--- config.mk ---
export PLATFORM = sky130hd
export DESIGN_NAME = single_wire_humidity_sensor_reader_core_flat
export DESIGN_NICKNAME = d
export VERILOG_FILES = /design/src/sv/swhs_pkg.sv /design/src/sv/swhs_in_if.sv /design/src/sv/swhs_out_if.sv /design/src/sv/swhs_seq.sv /design/src/sv/swhs_decode.sv /design/src/sv/single_wire_humidity_sensor_reader_core.sv /design/src/flat_wrapper.sv
export SDC_FILE = /design/constraint.sdc
export NUM_CORES = 1
export LEC_CHECK = 0
export BUFFER_PORTS_ARGS = -buffer_cell sky130_fd_sc_hd__buf_2
export CAP_MARGIN = 25
export CORE_MARGIN = 1
export CORE_UTILIZATION = 40
export CTS_BUF_LIST = sky130_fd_sc_hd__clkbuf_2
export CTS_CLUSTER_SIZE = 12
export DETAILED_ROUTE_END_ITERATION = 12
export HOLD_SLACK_MARGIN = 0.1
export SYNTH_ARGS = -nofsm -noshare
export SYNTH_HDL_FRONTEND = slang
export SYNTH_SLANG_ARGS = --single-unit
--- constraint.sdc ---
create_clock -name clk -period 8.8 [get_ports clk]
set_clock_uncertainty 0.15 [all_clocks]
set_input_delay 0.44 -clock clk [delete_from_list [all_inputs] [get_ports clk]]
set_output_delay 0.44 -clock clk [all_outputs]
set_load 0.03 [all_outputs]
--- src/sv/swhs_pkg.sv ---
// ----------------------------------------------------------------------------
// swhs_pkg
// Shared types and constants of the single-wire humidity sensor reader.
// ----------------------------------------------------------------------------
package swhs_pkg;

  // field and register widths
  localparam int TYPE_W     = 3;
  localparam int TICK_REG_W = 20;
  localparam int STATUS_W   = 2;
  localparam int VALUE_W    = 16;
  localparam int FRAME_W    = 40;
  localparam int PIDX_W     = 6;
  localparam int CFG_DATA_W = 32;
  localparam int CFG_ADDR_W = 5;
  localparam int REG_IDX_W  = 3;

  // pulse pair counts of one frame
  localparam logic [PIDX_W-1:0] PAIRS_TOTAL   = 6'd42;
  localparam logic [PIDX_W-1:0] PAIRS_SKIPPED = 6'd2;

  // register indexes
  localparam logic [REG_IDX_W-1:0] REG_SENSOR_TYPE = 3'd0;
  localparam logic [REG_IDX_W-1:0] REG_PRE_HIGH    = 3'd1;
  localparam logic [REG_IDX_W-1:0] REG_START_LOW   = 3'd2;
  localparam logic [REG_IDX_W-1:0] REG_RELEASE     = 3'd3;
  localparam logic [REG_IDX_W-1:0] REG_TIMEOUT     = 3'd4;

  // register reset values
  localparam logic [TYPE_W-1:0]     RST_SENSOR_TYPE = 3'd2;
  localparam logic [TICK_REG_W-1:0] RST_PRE_HIGH    = 20'd250000;
  localparam logic [TICK_REG_W-1:0] RST_START_LOW   = 20'd20000;
  localparam logic [TICK_REG_W-1:0] RST_RELEASE     = 20'd50;
  localparam logic [TICK_REG_W-1:0] RST_TIMEOUT     = 20'd100000;

  // sensor type codes
  localparam logic [TYPE_W-1:0] TYPE_BYTE     = 3'd1;
  localparam logic [TYPE_W-1:0] TYPE_TENTHS_A = 3'd2;
  localparam logic [TYPE_W-1:0] TYPE_TENTHS_B = 3'd3;

  // status codes
  localparam logic [STATUS_W-1:0] ST_OK       = 2'd0;
  localparam logic [STATUS_W-1:0] ST_TIMEOUT  = 2'd1;
  localparam logic [STATUS_W-1:0] ST_CHECKSUM = 2'd2;
  localparam logic [STATUS_W-1:0] ST_UNKNOWN  = 2'd3;

  typedef enum logic [2:0] {
    PH_IDLE,
    PH_PRE_HIGH,
    PH_START_LOW,
    PH_RELEASE,
    PH_LISTEN_HIGH,
    PH_LISTEN_LOW
  } phase_t;

  // configuration register set
  typedef struct packed {
    logic [TYPE_W-1:0]     sensor_type;
    logic [TICK_REG_W-1:0] pre_high_ticks;
    logic [TICK_REG_W-1:0] start_low_ticks;
    logic [TICK_REG_W-1:0] release_ticks;
    logic [TICK_REG_W-1:0] timeout_ticks;
  } cfg_t;

  // end-of-read event from the sequencer
  typedef struct packed {
    logic               finish;
    logic               timeout;
    logic [FRAME_W-1:0] frame;
  } seq_event_t;

  // one result item
  typedef struct packed {
    logic                drive_low;
    logic                drive_enable;
    logic                busy_res;
    logic                done_res;
    logic [STATUS_W-1:0] status;
    logic [VALUE_W-1:0]  humidity_tenths;
    logic [VALUE_W-1:0]  temperature_tenths;
  } result_t;

endpackage

--- src/sv/swhs_in_if.sv ---
// ----------------------------------------------------------------------------
// swhs_in_if
// Input channel: start request and line sample, valid/ready handshake.
// ----------------------------------------------------------------------------
interface swhs_in_if;
  logic valid;
  logic ready;
  logic start_request;
  logic line_level;

  modport source (output valid, output start_request, output line_level, input ready);
  modport sink   (input valid, input start_request, input line_level, output ready);
endinterface

--- src/sv/swhs_out_if.sv ---
// ----------------------------------------------------------------------------
// swhs_out_if
// Result channel: line drive, read status and decoded values.
// ----------------------------------------------------------------------------
interface swhs_out_if;
  logic                          valid;
  logic                          ready;
  logic                          drive_low;
  logic                          drive_enable;
  logic                          busy_res;
  logic                          done_res;
  logic [swhs_pkg::STATUS_W-1:0] status;
  logic [swhs_pkg::VALUE_W-1:0]  humidity_tenths;
  logic [swhs_pkg::VALUE_W-1:0]  temperature_tenths;

  modport source (
    output valid, output drive_low, output drive_enable, output busy_res,
    output done_res, output status, output humidity_tenths,
    output temperature_tenths, input ready
  );
  modport sink (
    input valid, input drive_low, input drive_enable, input busy_res,
    input done_res, input status, input humidity_tenths,
    input temperature_tenths, output ready
  );
endinterface

--- src/sv/swhs_seq.sv ---
// ----------------------------------------------------------------------------
// swhs_seq
// Read sequencer: drive phases, pulse timing, budget and frame capture.
// ----------------------------------------------------------------------------
module swhs_seq #(
  parameter int COUNT_WIDTH = 20
) (
  input  logic                 clk,
  input  logic                 rst_n,
  input  logic                 step,
  input  logic                 start_request,
  input  logic                 line_level,
  input  swhs_pkg::cfg_t       cfg,
  output swhs_pkg::phase_t     phase_nxt,
  output swhs_pkg::seq_event_t ev
);
  import swhs_pkg::*;

  localparam int CMP_W = (COUNT_WIDTH > TICK_REG_W) ? COUNT_WIDTH : TICK_REG_W;
  localparam logic [COUNT_WIDTH-1:0] CNT_MAX = {COUNT_WIDTH{1'b1}};

  phase_t                 phase_r;
  logic [COUNT_WIDTH-1:0] phase_ticks_r, phase_ticks_nxt;
  logic [COUNT_WIDTH-1:0] budget_r, budget_nxt;
  logic [COUNT_WIDTH-1:0] high_r, high_nxt;
  logic [COUNT_WIDTH-1:0] low_r, low_nxt;
  logic [PIDX_W-1:0]      pidx_r, pidx_nxt;
  logic [FRAME_W-1:0]     frame_r, frame_nxt;

  logic [TICK_REG_W-1:0]  drive_len;
  logic [COUNT_WIDTH-1:0] ticks_inc, high_inc, low_inc;
  logic [PIDX_W-1:0]      pidx_inc;
  logic                   drive_end;
  logic                   pair_bit;

  // clip a register value to the counter range
  function automatic logic [COUNT_WIDTH-1:0] clip(input logic [TICK_REG_W-1:0] v);
    logic [CMP_W-1:0] ve;
    ve = CMP_W'(v);
    if (ve > CMP_W'(CNT_MAX)) clip = CNT_MAX;
    else                      clip = COUNT_WIDTH'(ve);
  endfunction

  // length of the current drive phase
  always_comb begin
    case (phase_r)
      PH_PRE_HIGH:  drive_len = cfg.pre_high_ticks;
      PH_START_LOW: drive_len = cfg.start_low_ticks;
      default:      drive_len = cfg.release_ticks;
    endcase
  end

  // saturating counters and pair decision
  assign ticks_inc = (phase_ticks_r == CNT_MAX) ? CNT_MAX : phase_ticks_r + 1'b1;
  assign high_inc  = (high_r == CNT_MAX) ? CNT_MAX : high_r + 1'b1;
  assign low_inc   = (low_r == CNT_MAX) ? CNT_MAX : low_r + 1'b1;
  assign drive_end = (ticks_inc >= clip(drive_len));
  assign pidx_inc  = pidx_r + 1'b1;
  assign pair_bit  = (high_r > low_inc);

  // next state of the read
  always_comb begin
    phase_nxt       = phase_r;
    phase_ticks_nxt = phase_ticks_r;
    budget_nxt      = budget_r;
    high_nxt        = high_r;
    low_nxt         = low_r;
    pidx_nxt        = pidx_r;
    frame_nxt       = frame_r;
    ev.finish       = 1'b0;
    ev.timeout      = 1'b0;
    case (phase_r)
      PH_IDLE: begin
        if (start_request) begin
          phase_nxt       = PH_PRE_HIGH;
          phase_ticks_nxt = '0;
        end
      end
      PH_PRE_HIGH, PH_START_LOW, PH_RELEASE: begin
        phase_ticks_nxt = ticks_inc;
        if (drive_end) begin
          phase_ticks_nxt = '0;
          case (phase_r)
            PH_PRE_HIGH:  phase_nxt = PH_START_LOW;
            PH_START_LOW: phase_nxt = PH_RELEASE;
            default: begin
              phase_nxt  = PH_LISTEN_HIGH;
              budget_nxt = clip(cfg.timeout_ticks);
              high_nxt   = '0;
              low_nxt    = '0;
              pidx_nxt   = '0;
              frame_nxt  = '0;
            end
          endcase
        end
      end
      PH_LISTEN_HIGH, PH_LISTEN_LOW: begin
        if (budget_r == '0) begin
          ev.timeout = 1'b1;
          phase_nxt  = PH_IDLE;
        end else begin
          budget_nxt = budget_r - 1'b1;
          if (phase_r == PH_LISTEN_HIGH) begin
            high_nxt = high_inc;
            if (!line_level) phase_nxt = PH_LISTEN_LOW;
          end else begin
            low_nxt = low_inc;
            if (line_level) begin
              pidx_nxt = pidx_inc;
              if (pidx_inc > PAIRS_SKIPPED) frame_nxt = {frame_r[FRAME_W-2:0], pair_bit};
              high_nxt  = '0;
              low_nxt   = '0;
              phase_nxt = PH_LISTEN_HIGH;
              if (pidx_inc >= PAIRS_TOTAL) begin
                ev.finish = 1'b1;
                phase_nxt = PH_IDLE;
              end
            end
          end
        end
      end
      default: phase_nxt = PH_IDLE;
    endcase
    ev.frame = frame_nxt;
  end

  // state registers, advanced once per accepted transfer
  always_ff @(posedge clk) begin
    if (!rst_n) begin
      phase_r       <= PH_IDLE;
      phase_ticks_r <= '0;
      budget_r      <= '0;
      high_r        <= '0;
      low_r         <= '0;
      pidx_r        <= '0;
      frame_r       <= '0;
    end else if (step) begin
      phase_r       <= phase_nxt;
      phase_ticks_r <= phase_ticks_nxt;
      budget_r      <= budget_nxt;
      high_r        <= high_nxt;
      low_r         <= low_nxt;
      pidx_r        <= pidx_nxt;
      frame_r       <= frame_nxt;
    end
  end

endmodule

--- src/sv/swhs_decode.sv ---
// ----------------------------------------------------------------------------
// swhs_decode
// Frame check and value conversion, plus line drive from the next phase.
// ----------------------------------------------------------------------------
module swhs_decode (
  input  logic [swhs_pkg::TYPE_W-1:0] sensor_type,
  input  swhs_pkg::phase_t            phase_nxt,
  input  swhs_pkg::seq_event_t        ev,
  output swhs_pkg::result_t           res
);
  import swhs_pkg::*;

  logic [7:0]         b0, b1, b2, b3, b4, sum;
  logic [VALUE_W-1:0] hum, temp;
  logic [STATUS_W-1:0] st;

  // bytes of the frame, first received byte highest
  assign b0  = ev.frame[39:32];
  assign b1  = ev.frame[31:24];
  assign b2  = ev.frame[23:16];
  assign b3  = ev.frame[15:8];
  assign b4  = ev.frame[7:0];
  assign sum = b0 + b1 + b2 + b3;

  // value conversion and status by sensor type
  always_comb begin
    hum  = '0;
    temp = '0;
    st   = ST_OK;
    case (sensor_type) inside
      TYPE_BYTE: begin
        hum  = (VALUE_W'(b0) << 3) + (VALUE_W'(b0) << 1);
        temp = (VALUE_W'(b2) << 3) + (VALUE_W'(b2) << 1);
        st   = (sum != b4) ? ST_CHECKSUM : ST_OK;
      end
      TYPE_TENTHS_A, TYPE_TENTHS_B: begin
        hum  = {b0, b1};
        temp = {b2, b3};
        st   = (sum != b4) ? ST_CHECKSUM : ST_OK;
      end
      default: st = ST_UNKNOWN;
    endcase
  end

  // result item
  always_comb begin
    res.drive_low          = (phase_nxt == PH_START_LOW);
    res.drive_enable       = (phase_nxt == PH_PRE_HIGH) || (phase_nxt == PH_START_LOW) ||
                             (phase_nxt == PH_RELEASE);
    res.busy_res           = (phase_nxt != PH_IDLE);
    res.done_res           = ev.finish || ev.timeout;
    res.status             = ST_OK;
    res.humidity_tenths    = '0;
    res.temperature_tenths = '0;
    if (ev.timeout) begin
      res.status = ST_TIMEOUT;
    end else if (ev.finish) begin
      res.status             = st;
      res.humidity_tenths    = hum;
      res.temperature_tenths = temp;
    end
  end

endmodule

--- src/sv/single_wire_humidity_sensor_reader_core.sv ---
// ----------------------------------------------------------------------------
// single_wire_humidity_sensor_reader_core
// Single-wire humidity sensor reader with register port and result register.
// ----------------------------------------------------------------------------
// the result of a sample is registered and on the output in the cycle after its transfer
// throughput: one sample per cycle while the output is not stalled, set by the single state update per tick
// a whole read spans pre_high + start_low + release ticks plus the frame
// synchronous reset clears the sequencer to idle and the output valid flag;
// registers return to their defaults
module single_wire_humidity_sensor_reader_core #(
  parameter int COUNT_WIDTH = 20
) (
  input  logic                            clk,
  input  logic                            rst_n,
  swhs_in_if.sink                         in_ch,
  swhs_out_if.source                      out_ch,
  input  logic                            cfg_psel,
  input  logic                            cfg_penable,
  input  logic                            cfg_pwrite,
  input  logic [swhs_pkg::CFG_ADDR_W-1:0] cfg_paddr,
  input  logic [swhs_pkg::CFG_DATA_W-1:0] cfg_pwdata,
  output logic [swhs_pkg::CFG_DATA_W-1:0] cfg_prdata,
  output logic                            cfg_pready
);
  import swhs_pkg::*;

  cfg_t              cfg_r;
  logic [REG_IDX_W-1:0] reg_idx;
  logic              cfg_wr;
  logic              accept;
  logic              out_valid_r, out_valid_nxt;
  result_t           res, res_r;
  phase_t            phase_nxt;
  seq_event_t        ev;

  // register port
  assign cfg_pready = 1'b1;
  assign reg_idx    = cfg_paddr[CFG_ADDR_W-1:2];
  assign cfg_wr     = cfg_psel && cfg_penable && cfg_pwrite;

  always_ff @(posedge clk) begin
    if (!rst_n) begin
      cfg_r.sensor_type     <= RST_SENSOR_TYPE;
      cfg_r.pre_high_ticks  <= RST_PRE_HIGH;
      cfg_r.start_low_ticks <= RST_START_LOW;
      cfg_r.release_ticks   <= RST_RELEASE;
      cfg_r.timeout_ticks   <= RST_TIMEOUT;
    end else if (cfg_wr) begin
      case (reg_idx)
        REG_SENSOR_TYPE: cfg_r.sensor_type     <= cfg_pwdata[TYPE_W-1:0];
        REG_PRE_HIGH:    cfg_r.pre_high_ticks  <= cfg_pwdata[TICK_REG_W-1:0];
        REG_START_LOW:   cfg_r.start_low_ticks <= cfg_pwdata[TICK_REG_W-1:0];
        REG_RELEASE:     cfg_r.release_ticks   <= cfg_pwdata[TICK_REG_W-1:0];
        REG_TIMEOUT:     cfg_r.timeout_ticks   <= cfg_pwdata[TICK_REG_W-1:0];
        default: ;
      endcase
    end
  end

  // register read back
  always_comb begin
    case (reg_idx)
      REG_SENSOR_TYPE: cfg_prdata = CFG_DATA_W'(cfg_r.sensor_type);
      REG_PRE_HIGH:    cfg_prdata = CFG_DATA_W'(cfg_r.pre_high_ticks);
      REG_START_LOW:   cfg_prdata = CFG_DATA_W'(cfg_r.start_low_ticks);
      REG_RELEASE:     cfg_prdata = CFG_DATA_W'(cfg_r.release_ticks);
      REG_TIMEOUT:     cfg_prdata = CFG_DATA_W'(cfg_r.timeout_ticks);
      default:         cfg_prdata = '0;
    endcase
  end

  // input transfer whenever the output register is free or draining
  assign in_ch.ready = !out_valid_r || out_ch.ready;
  assign accept      = in_ch.valid && in_ch.ready;

  swhs_seq #(
    .COUNT_WIDTH(COUNT_WIDTH)
  ) u_seq (
    .clk          (clk),
    .rst_n        (rst_n),
    .step         (accept),
    .start_request(in_ch.start_request),
    .line_level   (in_ch.line_level),
    .cfg          (cfg_r),
    .phase_nxt    (phase_nxt),
    .ev           (ev)
  );

  swhs_decode u_decode (
    .sensor_type(cfg_r.sensor_type),
    .phase_nxt  (phase_nxt),
    .ev         (ev),
    .res        (res)
  );

  // output register
  always_comb begin
    if (accept)            out_valid_nxt = 1'b1;
    else if (out_ch.ready) out_valid_nxt = 1'b0;
    else                   out_valid_nxt = out_valid_r;
  end

  always_ff @(posedge clk) begin
    if (!rst_n) out_valid_r <= 1'b0;
    else        out_valid_r <= out_valid_nxt;
  end

  always_ff @(posedge clk) begin
    if (accept) res_r <= res;
  end

  assign out_ch.valid              = out_valid_r;
  assign out_ch.drive_low          = res_r.drive_low;
  assign out_ch.drive_enable       = res_r.drive_enable;
  assign out_ch.busy_res           = res_r.busy_res;
  assign out_ch.done_res           = res_r.done_res;
  assign out_ch.status             = res_r.status;
  assign out_ch.humidity_tenths    = res_r.humidity_tenths;
  assign out_ch.temperature_tenths = res_r.temperature_tenths;

endmodule

--- src/flat_wrapper.sv ---
// flat-port wrapper written by rule: the top's interface ports become plain ports
module single_wire_humidity_sensor_reader_core_flat import swhs_pkg::*;
#(
  parameter int COUNT_WIDTH = 20
)
  (clk, rst_n, cfg_psel, cfg_penable, cfg_pwrite, cfg_paddr, cfg_pwdata, cfg_prdata, cfg_pready, in_ch_valid, in_ch_start_request, in_ch_line_level, in_ch_ready, out_ch_valid, out_ch_drive_low, out_ch_drive_enable, out_ch_busy_res, out_ch_done_res, out_ch_status, out_ch_humidity_tenths, out_ch_temperature_tenths, out_ch_ready);
  swhs_in_if in_ch_i ();
  swhs_out_if out_ch_i ();
  input  logic clk;
  input  logic rst_n;
  input  logic cfg_psel;
  input  logic cfg_penable;
  input  logic cfg_pwrite;
  input  logic [swhs_pkg::CFG_ADDR_W-1:0] cfg_paddr;
  input  logic [swhs_pkg::CFG_DATA_W-1:0] cfg_pwdata;
  output logic [swhs_pkg::CFG_DATA_W-1:0] cfg_prdata;
  output logic cfg_pready;
  input wire logic [$bits(in_ch_i.valid)-1:0] in_ch_valid;
  input wire logic [$bits(in_ch_i.start_request)-1:0] in_ch_start_request;
  input wire logic [$bits(in_ch_i.line_level)-1:0] in_ch_line_level;
  output wire logic [$bits(in_ch_i.ready)-1:0] in_ch_ready;
  output wire logic [$bits(out_ch_i.valid)-1:0] out_ch_valid;
  output wire logic [$bits(out_ch_i.drive_low)-1:0] out_ch_drive_low;
  output wire logic [$bits(out_ch_i.drive_enable)-1:0] out_ch_drive_enable;
  output wire logic [$bits(out_ch_i.busy_res)-1:0] out_ch_busy_res;
  output wire logic [$bits(out_ch_i.done_res)-1:0] out_ch_done_res;
  output wire logic [$bits(out_ch_i.status)-1:0] out_ch_status;
  output wire logic [$bits(out_ch_i.humidity_tenths)-1:0] out_ch_humidity_tenths;
  output wire logic [$bits(out_ch_i.temperature_tenths)-1:0] out_ch_temperature_tenths;
  input wire logic [$bits(out_ch_i.ready)-1:0] out_ch_ready;
  assign in_ch_i.valid = in_ch_valid;
  assign in_ch_i.start_request = in_ch_start_request;
  assign in_ch_i.line_level = in_ch_line_level;
  assign in_ch_ready = in_ch_i.ready;
  assign out_ch_valid = out_ch_i.valid;
  assign out_ch_drive_low = out_ch_i.drive_low;
  assign out_ch_drive_enable = out_ch_i.drive_enable;
  assign out_ch_busy_res = out_ch_i.busy_res;
  assign out_ch_done_res = out_ch_i.done_res;
  assign out_ch_status = out_ch_i.status;
  assign out_ch_humidity_tenths = out_ch_i.humidity_tenths;
  assign out_ch_temperature_tenths = out_ch_i.temperature_tenths;
  assign out_ch_i.ready = out_ch_ready;
  single_wire_humidity_sensor_reader_core #(.COUNT_WIDTH(COUNT_WIDTH)) u_core (.clk(clk), .rst_n(rst_n), .in_ch(in_ch_i), .out_ch(out_ch_i), .cfg_psel(cfg_psel), .cfg_penable(cfg_penable), .cfg_pwrite(cfg_pwrite), .cfg_paddr(cfg_paddr), .cfg_pwdata(cfg_pwdata), .cfg_prdata(cfg_prdata), .cfg_pready(cfg_pready));
endmodule
# After elaboration in Yosys (flattened, before gate mapping)
# Cells that the tools add are included.
# W data, S select, Z words.
# word_totals
output_inout_bits	73
word_cells	156
romBits	0
latchBits	0
register_bits	251
memories	0
ram_bits	0
input_bits	46
# classes
n_reduce_logical	30
n_shift	0
eq_ne	26
addsub	10
multipliers	0
order_cmp	6
bitwise	1
div	0
n_mux	62
# op_table
operator	count
$mux W20	18
$mux W40	6
$pmux W20 S2	5
$pmux W20 S5	1
$pmux W40 S2	1
$mux W16	4
$add A20 B1 Y20 const B	3
$eq A20 B20 Y1 const B	3
$gt A20 B20 Y1 const B	2
$mux W33	1
$mux W6	5
$add A11 B9 Y12	2
$add A8 B8 Y8	3
$eq A3 B2 Y1 const B	8
$mux W3	7
$ge A20 B20 Y1	1
$gt A20 B20 Y1	1
$logic_not A20 Y1	1
$sub A20 B1 Y20 const B	1
$eq A3 B1 Y1 const B	4
$ne A2 B2 Y1 const B	6
$pmux W6 S2	1
$reduce_and A6 Y1	2
$reduce_and A2 Y1	5
22 further kinds	44

# Longest topological paths before layout
# Gate-level depths: netlist of run 1.
# logic_depth
ltp_word	16
depth_mapped	36
mapped_depth_nobuf	33

# By module
# Synthesis of run 1 repeated with hierarchy kept, for this count alone.
# unflattened
cells_unflattened	1769
area_unflattened_um2	15331.0
# modules_own_cells
mod	cells_per_inst	area_each_um2	n_inst	seq_area_each_um2
swhs_seq	1122	8609.5	1	2582.5
single_wire_humidity_sensor_reader_core	469	5217.5	1	2822.7
swhs_decode	178	1503.9	1	0.0

# Worst setup path before layout of run 1
# Ideal clock, no wire load.
# synth_timing
path_type	reg2reg
from	register u_core.u_seq.phase_ticks_r[0]
to	register u_core.res_r, in the netlist u_core.out_ch.status[1], data pin
t_required_ns	8.383
path_buffers	3
slack_ns	1.756
arrival_time_ns	6.627
synth_period_minus_slack_ns	7.044
path_stages_with_launch	36
setup_time_ns	0.267
path_cell_list	dfxtp_1 -> ha_1 -> and3_1 -> and3_1 -> clkbuf_1 -> nand3_1 -> nor2_1 -> nand3_1 -> and2_1 -> ha_1 -> nand2b_1 -> a21oi_1 -> o21ai_0 -> a311oi_1 -> a21o_1 -> clkbuf_1 -> clkbuf_1 -> and3_1 -> a21oi_1 -> inv_1 -> fa_1 -> inv_1 -> fa_1 -> inv_1 -> ha_1 -> inv_1 -> fa_1 -> nand2b_1 -> a21oi_1 -> xnor2_1 -> o22ai_1 -> a21oi_1 -> a21o_1 -> a32oi_1 -> nor2_1 -> a31oi_1
# synth_lines
item	line	text
start, declared	swhs_seq.sv:23	logic [COUNT_WIDTH-1:0] phase_ticks_r, phase_ticks_nxt;
start signal, assigned	swhs_seq.sv:139	phase_ticks_r <= phase_ticks_nxt;
end signal, assigned	single_wire_humidity_sensor_reader_core.sv:109	if (accept) res_r <= res;
end, declared	single_wire_humidity_sensor_reader_core.sv:32	result_t res, res_r;

==> impl_results.md, run 1 <==
- Mapped cell area: 14700 sq um
- Final HPWL DP: 28300 um
- Worst-skew pair later-pin latency: 980 ps
- Clk buf depth: 3
- Crit Path Max Fanout: 21
- RSZ-0062 raised after global routing: false
- Area growth syn-to-layout: 14.1%
- Ratio of cells with drive above 1 in the final layout: 12.8%
- Clock sink total: 251
- ANT nets after route: 0
- Post-Syn Instances: 1873
- Die Area: 37600 sq um
- Crit path to: u_core.out_ch.status[1]$_SDFFCE_PP0P_
- Average size of a mapped cell: 7.87 sq um
- Period Utilization, post-route: 90.0%
- CTS Root Cell: clkbuf_2
- Total vias in the final route: 14200
- Fmax achieved: 126 MHz
- FF-to-FF path depth: 32
- Antenna violations before repair: 3
- First-pass GRT wire length: 70400 um
- HP Start: cfg_pwdata[13]
- Data required, critical path: 9330 ps
- CP startpoint: u_core.u_seq.phase_ticks_r[0]$_SDFFE_PN0P_
- Number of cell rows: 69
- Critical Path Source Type: flop
- Top cells by area, synth: dfxtp_1 (29%), edfxtp_1 (7.7%), nand2_1 (7.6%)
- IO Pins: 119
- Area leader, netlist: dfxtp_1
- FFs w/ async S/R, synth: 0%
- Final setup violation count: 0
- Flops & latches, synth: 251
- Setup bufs post-CTS: 0
- Worst-path clk slew: 100 ps
- Ys flop type: dfxtp_1
- Max cap viols: 0
- Core area: 35900 sq um
- Max Transition Viols Final: 0
- RR Endpoint: u_core.out_ch.status[1]$_SDFFCE_PP0P_
- Post-synth EDFFs: 38
- Crit Path Class: reg -> reg
- Start of the worst register-to-register path: u_core.u_seq.phase_ticks_r[0]$_SDFFE_PN0P_
- Final setup TNS: 0 ps
- Final Hold Viols: 0
- Hold Crit Class: in -> reg
- Yosys warns: 0
- H-tree depth: 3
- PortBufs: 91
- Total global-route track usage: 23.1%
- DRC: 0
- Total iterations of the first detailed-routing run: 5
- Num CTS Buffers: 71
- Die Ht: 194 um
- Slew @ Worst Pin: 1060 ps
- Fin nets: 2121
- Worst path arrival time: 8450 ps
- Worst path max stage delay: 560 ps
- Crit-path slowest cell: fa_1
- DR WL/cell: 17.5 um
- Largest net degree at the start of global routing: 96
- Leakage: 7.00 nW
- Grt total ovfl: 0
- CTS tree: yes
- Total power: 2.57 mW
- Top cell by count, worst path: inv_1
- Status: complete, no violations
- Post-layout min period: 7920 ps
- Die Wd: 194 um
- Max-Slew Margin vs Limit: 29.3%
- Yosys cell types: 73
- CP Capture Type: flop
- Starting Density: 41.0%
- Drt total wl: 43900 um
- Number of global-route vias before repair: 13300
- Reg2reg setup slack: 880 ps
- Vias per std cell: 5.65
- DR iter-0 viols: 1143
- VDD IR max: 90.4 uV
- Synth top area share: 28.9%
- Power per cell area: 153 nW/um^2
- GPL Wtd Cong: 0.856
- Sequential area share after synthesis: 36.7%
## timing repair
action | CTS | global route
hold buffers | 57 | 0
gates resized for setup | 0 | 2
endpoints found under the hold margin | 118 | 0
endpoints found under the setup margin | 0 | 1
## cell type report
type	count	area [sq um]
clock buffer	104	520
antenna	6	15.0
multi-input combinational	1443	8630
sequential	251	5410
inverter	54	209
clock inverter	22	169
fill	3611	19100
timing repair buffer	174	1290
tap	461	577
## per-stage QoR
stage	setup WS, ps	utilization [%]	instances	instance area [sq um]	hold WS (ps)
floorplan	1760	-	1884	14800	295
global placement	1010	43.0	2321	15400	306
detailed placement	858	43.0	2322	15400	311
CTS	780	46.5	2505	16700	103
global route	104	46.8	2514	16800	102
finish	883	46.8	2515	16800	180
## power by group
group	total, mW	switching (mW)	internal, mW
registers	1.21	0.0201	1.19
clock network	0.941	0.537	0.404
logic	0.422	0.271	0.151
total	2.57	0.828	1.74
## worst min path at each step
stage / endpoint / depth (start not counted)
global placement: u_core.cfg_r[61]$_SDFFE_PN0P_ / 2
floorplan: u_core.u_seq.budget_r[1]$_SDFFE_PN0P_ / 2
finish: u_core.cfg_r[33]$_SDFFE_PN0P_ / 4
detailed placement: u_core.cfg_r[62]$_SDFFE_PN0P_ / 2
global route: u_core.cfg_r[33]$_SDFFE_PN0P_ / 4
CTS: u_core.cfg_r[20]$_SDFFE_PN0P_ / 4
## sequential cells by signal (all words and copies together) (netlist names)
signal,count
u_core.cfg_r,83
u_core.out_ch.busy_res,1
u_core.out_ch.done_res,1
u_core.out_ch.drive_enable,1
u_core.out_ch.drive_low,1
u_core.out_ch.humidity_tenths,16
u_core.out_ch.status,2
u_core.out_ch.temperature_tenths,16
u_core.out_ch.valid,1
u_core.u_seq.budget_r,20
u_core.u_seq.frame_r,40
u_core.u_seq.high_r,20
u_core.u_seq.low_r,20
u_core.u_seq.phase_r,3
u_core.u_seq.phase_ticks_r,20
u_core.u_seq.pidx_r,6
## synthesized netlist by cell type, types with 11 or more instances
master	count
nand2_1	298
dfxtp_1	213
a21oi_1	206
nor2_1	193
clkbuf_1	110
o21ai_0	99
ha_1	65
nand3_1	61
inv_1	52
a22o_1	38
and3_1	38
edfxtp_1	38
nor3_1	38
a211oi_1	37
xnor2_1	36
a21o_1	27
a22oi_1	26
a31oi_1	22
nand4_1	20
a221o_1	17
o22ai_1	17
nor2b_1	16
fa_1	15
mux2i_1	15
buf_4	14
xor2_1	14
a2bb2oi_1	12
o21a_1	12
and2_1	11
## layer usage
layer	track usage (%)	wire length, um
met5	0	0
met4	8.38	1130
met3	5.18	2800
met2	35.6	19500
met1	31.4	20400
## logic make-up after synthesis
group,count (synthesis),share of synthesized area (%)
xor+xnor,50,2.97
fa+ha+maj,80,7.55
buf+inv,190,5.36
flops,251,36.7
other cells,2,0.0509
simple gates,736,22.7
compound gates,549,23.7
mux,15,1.02
## worst max-delay path: cells and delay by family (launching register included)
| kind | cells | cell delay [ps] |
|---|---|---|
| AND/OR/NAND/NOR | 10 | 2120 |
| adder cells (fa/ha/maj) | 6 | 2050 |
| AO/OA/AOI/OAI | 10 | 1910 |
| buffers and inverters | 5 | 680 |
| flip-flops | 1 | 400 |
| XOR/XNOR | 1 | 270 |
## placed cells by master (no fill, tap or decap), types with 37 or more instances in the layout
| cell | Yosys | layout |
|---|---|---|
| ha_1 | 65 | 65 |
| clkbuf_2 | 0 | 104 |
| dlygate4sd3_1 | 0 | 57 |
| nand2_1 | 298 | 298 |
| o21ai_0 | 99 | 99 |
| dfxtp_1 | 213 | 213 |
| nand3_1 | 61 | 61 |
| a22o_1 | 38 | 38 |
| and3_1 | 38 | 38 |
| a21oi_1 | 206 | 205 |
| a211oi_1 | 37 | 37 |
| edfxtp_1 | 38 | 38 |
| inv_1 | 52 | 51 |
| buf_2 | 7 | 91 |
| nor2_1 | 193 | 192 |
Note: power is estimated with default switching activity, not from simulation.
==> run 2, diff against run 1 <==
- CORE_ASPECT_RATIO: default -> 1.1
==> run 2 against run 1 <==
  * Final cell count shrank 0.76%
  * Power is 5.9% lower
  * Core utilization decreased by 1.6 points
  * Worst setup slack got worse by 200 ps
  * Flip-flop and latch count unchanged
  * Clock power down 15%
  * First-iteration DRC count grew 2.7%
  * Die area is essentially flat
==> impl_results.md, run 2 (synthesis gave the netlist of run 1 again) <==
- Top reg by flops: u_core.cfg_r
- RSZ-0062 raised after global routing: false
- Core area: 36300 sq um (+0.97%)
- PortBufs: 91 (unchanged)
- FILL cells: 3689 (+2.2%)
- Fmax achieved: 123 MHz (-2.5%)
- Leakage: 6.79 nW (-3.1%)
- Antenna violations before repair: 1 (-2)
- Number of cell rows: 73 (+5.8%)
- Max-Slew Margin vs Limit: 32.4% (+3.1 points)
- Biggest regs: u_core.cfg_r (83), u_core.u_seq.frame_r (40)
- Number of global-route vias before repair: 13200 (-0.26%)
- Grt total ovfl: 0 (unchanged)
- Clock sink total: 251 (unchanged)
- Final setup TNS: 0 ps (unchanged)
- Leading cell types in the layout, fill and taps excluded: nand2_1 (298), dfxtp_1 (213), a21oi_1 (205)
- Setup bufs post-CTS: 0 (unchanged)
- Max Transition Viols Final: 0 (unchanged)
- H-tree depth: 3 (unchanged)
- Critical Path Source Type: flop
- Die Ht: 203 um (+4.8%)
- Power per cell area: 147 nW/um^2 (-3.6%)
- Fin cells: 2496 (-0.76%)
- Fin nets: 2094 (-1.3%)
- Crit Path Max Fanout: 16 (-24%)
- Crit Path Class: reg -> reg
- CP Capture Type: flop
- Die Area: 37600 sq um (about the same)
- DRC: 0 (unchanged)
- WHS: 181 ps (+0.816 ps)
- ANT nets after route: 0 (unchanged)
- DR WL/cell: 17.3 um (-0.74%)
- Most common cell after layout, fill and taps aside: nand2_1
- Slew @ Worst Pin: 1010 ps (-47.8 ps)
- Status: complete, no violations
- Vias per std cell: 5.64 (-0.26%)
- Post-layout min period: 8120 ps (+201 ps)
- Drt total wl: 43300 um (-1.5%)
- Ratio of cells with drive above 1 in the final layout: 12.3% (-0.54 points)
- Largest net degree at the start of global routing: 93 (-3.1%)
- Crit-path slowest cell: fa_1
- Starting Density: 40.7% (-0.39 points)
- Final setup violation count: 0 (unchanged)
- Worst path arrival time: 8570 ps (+120 ps)
- Worst-path clk slew: 110 ps (about the same)
- Final HPWL DP: 28600 um (+1.3%)
- VDD IR max: 89.8 uV (-0.67%)
- Placed insts: 2343 (+0.90%)
- Max cap viols: 0 (unchanged)
- First-pass GRT wire length: 69800 um (-0.82%)
- Total vias in the final route: 14100 (-1.0%)
- CTS Root Cell: clkbuf_2
- DR iter-0 viols: 1174 (+2.7%)
- Area growth syn-to-layout: 11.3%
- Worst-skew pair later-pin latency: 950 ps (-30 ps)
- Period Utilization, post-route: 92.2% (+2.3 points)
- Num CTS Buffers: 72 (+1.4%)
- CTS tree: yes
- GPL Wtd Cong: 0.856 (about the same)
- Data required, critical path: 9250 ps (-80 ps)
- Hold Crit Class: in -> reg
- Die Wd: 185 um (-4.6%)
- Worst path max stage delay: 570 ps (about the same)
- Total iterations of the first detailed-routing run: 5 (unchanged)
- Final Hold Viols: 0 (unchanged)
- Total global-route track usage: 23.2% (+0.17 points)
- Max FFs per register: 83 (unchanged)
- IO Pins: 119 (unchanged)
- Clk buf depth: 3 (unchanged)
- Top cell by count, worst path: inv_1
## run 2: cell types whose count changed in the layout (fill, tap and decap cells not counted), sizes merged
| cell | previous run | this run |
|---|---|---|
| dlygate4sd3 | 57 | 35 |
| buf | 117 | 111 |
| clkbuf | 104 | 98 |
| clkinv | 18 | 13 |
| diode | 6 | 2 |
| bufinv | 3 | 0 |
| inv | 55 | 56 |
## run 2: per-stage QoR
step | util [%] | total power, mW | instance area [sq um] | worst slack, ps
3_5_place_dp | 42.6 | 1.63 | 15400 | 539
6_report | 45.3 | 2.42 | 16400 | 682
2_1_floorplan | - | 1.52 | 14800 | 1760
4_1_cts | 45.1 | 2.44 | 16300 | 445
5_1_grt | 45.2 | 2.56 | 16400 | 70.8
3_3_place_gp | 42.5 | 1.62 | 15400 | 620
## run 2: layer usage
metal	vias up	part of all wire [%]	global-route usage, %
li1	6885	-	-
met1	6627	44	30.4
met3	102	6.1	4.11
met5	-	0	0
met4	0	3.3	10.3
met2	453	46	37.3
## run 2: worst max-delay path, delay by kind of cell (launching register included)
kind,cells,cell delay [ps]
buffers and inverters,5,590
and+or+nand+nor,10,2390
DFF,1,400
AOI/OAI and AO/OA,10,1900
adders and majority gates,6,2060
xor gates and xnor gates,1,280
## run 2: final timing paths
| check | from | end | slack, ps | cells after the start |
|---|---|---|---|---|
| setup reg to reg | u_core.u_seq.phase_ticks_r[0]$_SDFFE_PN0P_ | u_core.out_ch.status[1]$_SDFFCE_PP0P_ | 680 | 32 |
| hold / removal | cfg_pwdata[18] | u_core.cfg_r[38]$_SDFFE_PN0P_ | 180 | 4 |
| hold reg to reg | u_core.cfg_r[62]$_SDFFE_PN0P_ | u_core.cfg_r[62]$_SDFFE_PN0P_ | 320 | 2 |
| setup / recovery | u_core.u_seq.phase_ticks_r[0]$_SDFFE_PN0P_ | u_core.out_ch.status[1]$_SDFFCE_PP0P_ | 680 | 32 |
## run 2: power by group
group	switching [mW]	leakage, nW	internal (mW)	total, mW
Clock	0.505	0.443	0.294	0.800
Sequential	0.0198	2.10	1.19	1.21
Combinational	0.269	4.24	0.141	0.411
## run 2: layout make-up
cell class,count,area (sq um),area share [%]
diodes,2,5.00,0.0305
clock buffers,98,490,2.99
clock inverters,15,58.8,0.358
inverters,54,209,1.27
multi-input cells,1443,8640,52.7
flip-flops and latches,251,5410,32.9
well taps,487,609,3.71
repair buffers,146,986,6.01
## run 2: repair_timing
action / CTS / global route
endpoints found under the hold margin: 116 / 0
gates resized for setup: 0 / 2
hold buffers: 35 / 0
setup endpoints to repair: 0 / 1
==> run 3, diff against run 2 <==
- SYNTH_HIERARCHICAL: default -> 1
==> run 3 against run 2 <==
  * Register-to-register slack better by 260 ps
  * Clock-buffer cell count down 4
  * Largest power group unchanged
  * Clock power up 6.4%
==> impl_results.md, run 3 <==
- Critical-path cell list: nor2b_1 -> nor2b_1 -> nor2_1 -> buf_4 -> a21oi_1 -> ha_1 -> nand4_1 -> or4_1 -> o221ai_2 -> nand3_4 -> nand2_1 -> o21ai_0 -> fa_1 -> inv_1 -> fa_1 -> inv_1 -> ha_1 -> fa_1 -> a21oi_1 -> nor2_1 -> nor2_1 -> o21ai_0 -> xnor2_1 -> a31oi_1
- Post-synth EDFFs: 38 (unchanged)
- Setup bufs post-CTS: 0 (unchanged)
- Area of the multi-input gates: 9180 sq um (+6.2%)
- Max Transition Viols Final: 0 (unchanged)
- Clock sink total: 251 (unchanged)
- Crit Path Max Fanout: 18 (+2)
- Data required, critical path: 9380 ps (+130 ps)
- Number of global-route vias before repair: 12800 (-3.1%)
- Final setup violation count: 0 (unchanged)
- DRC: 0 (unchanged)
- Max FFs per register: 83 (unchanged)
- Die Wd: 189 um (+2.0%)
- Post-Syn Instances: 1769 (-5.6%)
- DR iter-0 viols: 984 (-16%)
- Most frequent cells after synthesis: nand2_1 (281), dfxtp_1 (213), o21ai_0 (115), nor2_1 (99), a22o_1 (96)
- Area leader, netlist: dfxtp_1
- Sequential area share after synthesis: 35.3% (-1.4 points)
- Quantity of gates resized following cts: 0 (unchanged)
- Fin nets: 2010 (-4.0%)
- First-pass GRT wire length: 67800 um (-2.9%)
- Post-CTS Hold Buffers: 41 (+17%)
- Total global-route track usage: 21.4% (-1.9 points)
- Max-Slew Margin vs Limit: 22.7% (-9.7 points)
- Power per cell area: 132 nW/um^2 (-11%)
- Slew @ Worst Pin: 1160 ps (+143 ps)
- Most common cell after layout, fill and taps aside: nand2_1
- Worst path arrival time: 8430 ps (-140 ps)
- GRT met2 Usage: 34.1% (-3.2 points)
- H-tree depth: 3 (unchanged)
- Most frequent cell after synthesis: nand2_1
- Die Area: 39100 sq um (+4.0%)
- Final HPWL DP: 29100 um (+1.7%)
- Biggest regs: u_core/cfg_r (83), u_core/u_seq/frame_r (40)
- Max cap viols: 0 (unchanged)
- Mapped cell area: 15300 sq um (+4.0%)
- IO Pins: 119 (unchanged)
- Flops & latches, synth: 251 (unchanged)
- Final worst slack: 946 ps (+264 ps)
- Top reg by flops: u_core/cfg_r
- Global route hottest layer: met2
- Leakage: 7.15 nW (+5.4%)
- Yosys cell types: 91 (+25%)
- Total iterations of the first detailed-routing run: 5 (unchanged)
- FFs w/ async S/R, synth: 0% (unchanged)
- Die Ht: 207 um (+2.0%)
- Crit path buffers/inverters: 3 (-2)
- Fmax achieved: 127 MHz (+3.4%)
- Final setup TNS: 0 ps (unchanged)
- Total power: 2.24 mW (-7.3%)
- ANT nets after route: 0 (unchanged)
- Vias per std cell: 5.64 (about the same)
- FILL cells: 3722 (+0.89%)
- Period Utilization, post-route: 89.2% (-3.0 points)
- Starting Density: 41.0% (+0.33 points)
- Worst-skew pair later-pin latency: 970 ps (+20 ps)
- Critical Path Source Type: flop
- Top delay family on crit path: simple AND/OR/NAND/NOR gates
- Drt total wl: 42700 um (-1.3%)
- Average size of a mapped cell: 8.67 sq um (+10%)
- GRT met3 Usage: 3.92% (-0.18 points)
- VDD IR max: 88.3 uV (-1.7%)
- CP Capture Type: flop
- CTS tree: yes
- CTS Root Cell: clkbuf_2
- Util after Layout: 45.5% (+0.29 points)
- Top cells by area, synth: dfxtp_1 (28%), edfxtp_1 (7.4%), nand2_1 (6.9%)
- DR WL/cell: 17.5 um (+1.2%)
- Crit Path Class: reg -> reg
- RSZ-0062 raised after global routing: false
- Antenna violations before repair: 1 (unchanged)
- Worst path max stage delay: 880 ps (+310 ps)
- Leading cell types in the layout, fill and taps excluded: nand2_1 (281), dfxtp_1 (213), o21ai_0 (115)
- Core area: 37400 sq um (+3.2%)
- Ys flop type: dfxtp_1
- Worst-path clk slew: 110 ps (about the same)
- Dpl ws: 1040 ps (+504 ps)
- Largest net degree at the start of global routing: 71 (-24%)
- Num CTS Buffers: 70 (-2.8%)
- Ratio of cells with drive above 1 in the final layout: 15.2% (+2.9 points)
- Clk buf depth: 3 (unchanged)
- Area growth syn-to-layout: 11.1%
- PortBufs: 91 (unchanged)
- Number of cell rows: 74 (+1.4%)
- Post-layout min period: 7850 ps (-264 ps)
- GPL Wtd Cong: 0.851 (-0.61%)
- Grt total ovfl: 0 (unchanged)
- Total vias in the final route: 13700 (-2.4%)
- Synth top area share: 27.8% (-1.1 points)
- Area occupied by registers: 5410 sq um (unchanged)
- GRT met1 Usage: 28.5% (-1.8 points)
- Yosys warns: 6 (+6)
- Hold Crit Class: in -> reg
- Crit-path slowest cell: nor2_1
- Final Hold Viols: 0 (unchanged)
- Status: complete, no violations
==> run 3: changes by cell type in the layout (fill, tap and decap cells not counted), sizes merged, moves of 16 or more <==
cell    before  now
inv         56   34
o31ai        4   24
o21ai      101  129
nor2b       16   32
mux2         0   18
o22ai       17    1
a21oi      207   88
and3        39   20
mux2i       15   87
clkinv      13   30
nor2       193  100
a211oi      37    5
a22o        38   96
nand2      298  281
==> run 3: per-layer routing <==
metal  share of wire (%)  wire [um]  up-vias
met1                  46      19500     6532
met4                 2.3        968        0
met2                  46      19800      427
li1                    -          -     6702
met5                   0          0        -
met3                 5.7       2430       62
==> run 3: cell families (layout without fill, tap and decap cells) <==
kind of cell	count (synthesis)	after routing	share of synthesized area, %
AO/OA/AOI/OAI	491	491	22.1
XOR/XNOR	54	54	3.08
adder cells (fa/ha/maj)	81	81	7.39
buffers and inverters	159	318	5.26
flip-flops	251	251	35.3
multiplexers	105	105	7.00
other	2	14	0.0490
AND/OR/NAND/NOR	626	626	19.8
==> run 3: worst paths after layout <==
kind,from,end,slack (ps),cells past startpoint
hold reg to reg,u_core/cfg_r[79]$_SDFFE_PN0P_,u_core/cfg_r[79]$_SDFFE_PN0P_,330,2
setup / recovery,u_core/u_seq/phase_r[2]$_SDFFE_PN0P_,u_core/out_ch.status[1]$_DFFE_PP_,950,24
setup reg to reg,u_core/u_seq/phase_r[2]$_SDFFE_PN0P_,u_core/out_ch.status[1]$_DFFE_PP_,950,24
hold / removal,cfg_pwdata[9],u_core/cfg_r[9]$_SDFFE_PN1P_,190,4
==> run 3: layout make-up <==
type | instances | share of cell area (%)
Antenna cell | 1 | 0.0147
Inverter | 31 | 0.683
Multi-Input combinational cell | 1370 | 53.9
Sequential cell | 251 | 31.7
Timing Repair Buffer | 159 | 6.32
Clock inverter | 34 | 0.962
Tap cell | 494 | 3.63
Clock buffer | 94 | 2.76
==> run 3: worst min-delay path: stages <==
cell and delay, ps:
dlygate4sd3_1 520, buf_2 110, nor2b_1 50, mux2i_1 110
==> run 3: power by group <==
part | switching, mW | internal [mW] | leakage (nW)
sequential | 0.00783 | 1.18 | 2.09
combinational | 0.143 | 0.0650 | 4.59
clock | 0.546 | 0.305 | 0.473
total | 0.697 | 1.55 | 7.15
==> run 3: stage by stage <==
stage | hold slack, ps | instance area (sq um) | cells
final | 194 | 17000 | 2434
after global routing | 166 | 17000 | 2434
after CTS | 114 | 17000 | 2433
after detailed placement | 315 | 16000 | 2264
after global placement | 305 | 16000 | 2261
after floorplan | 292 | 15400 | 1780
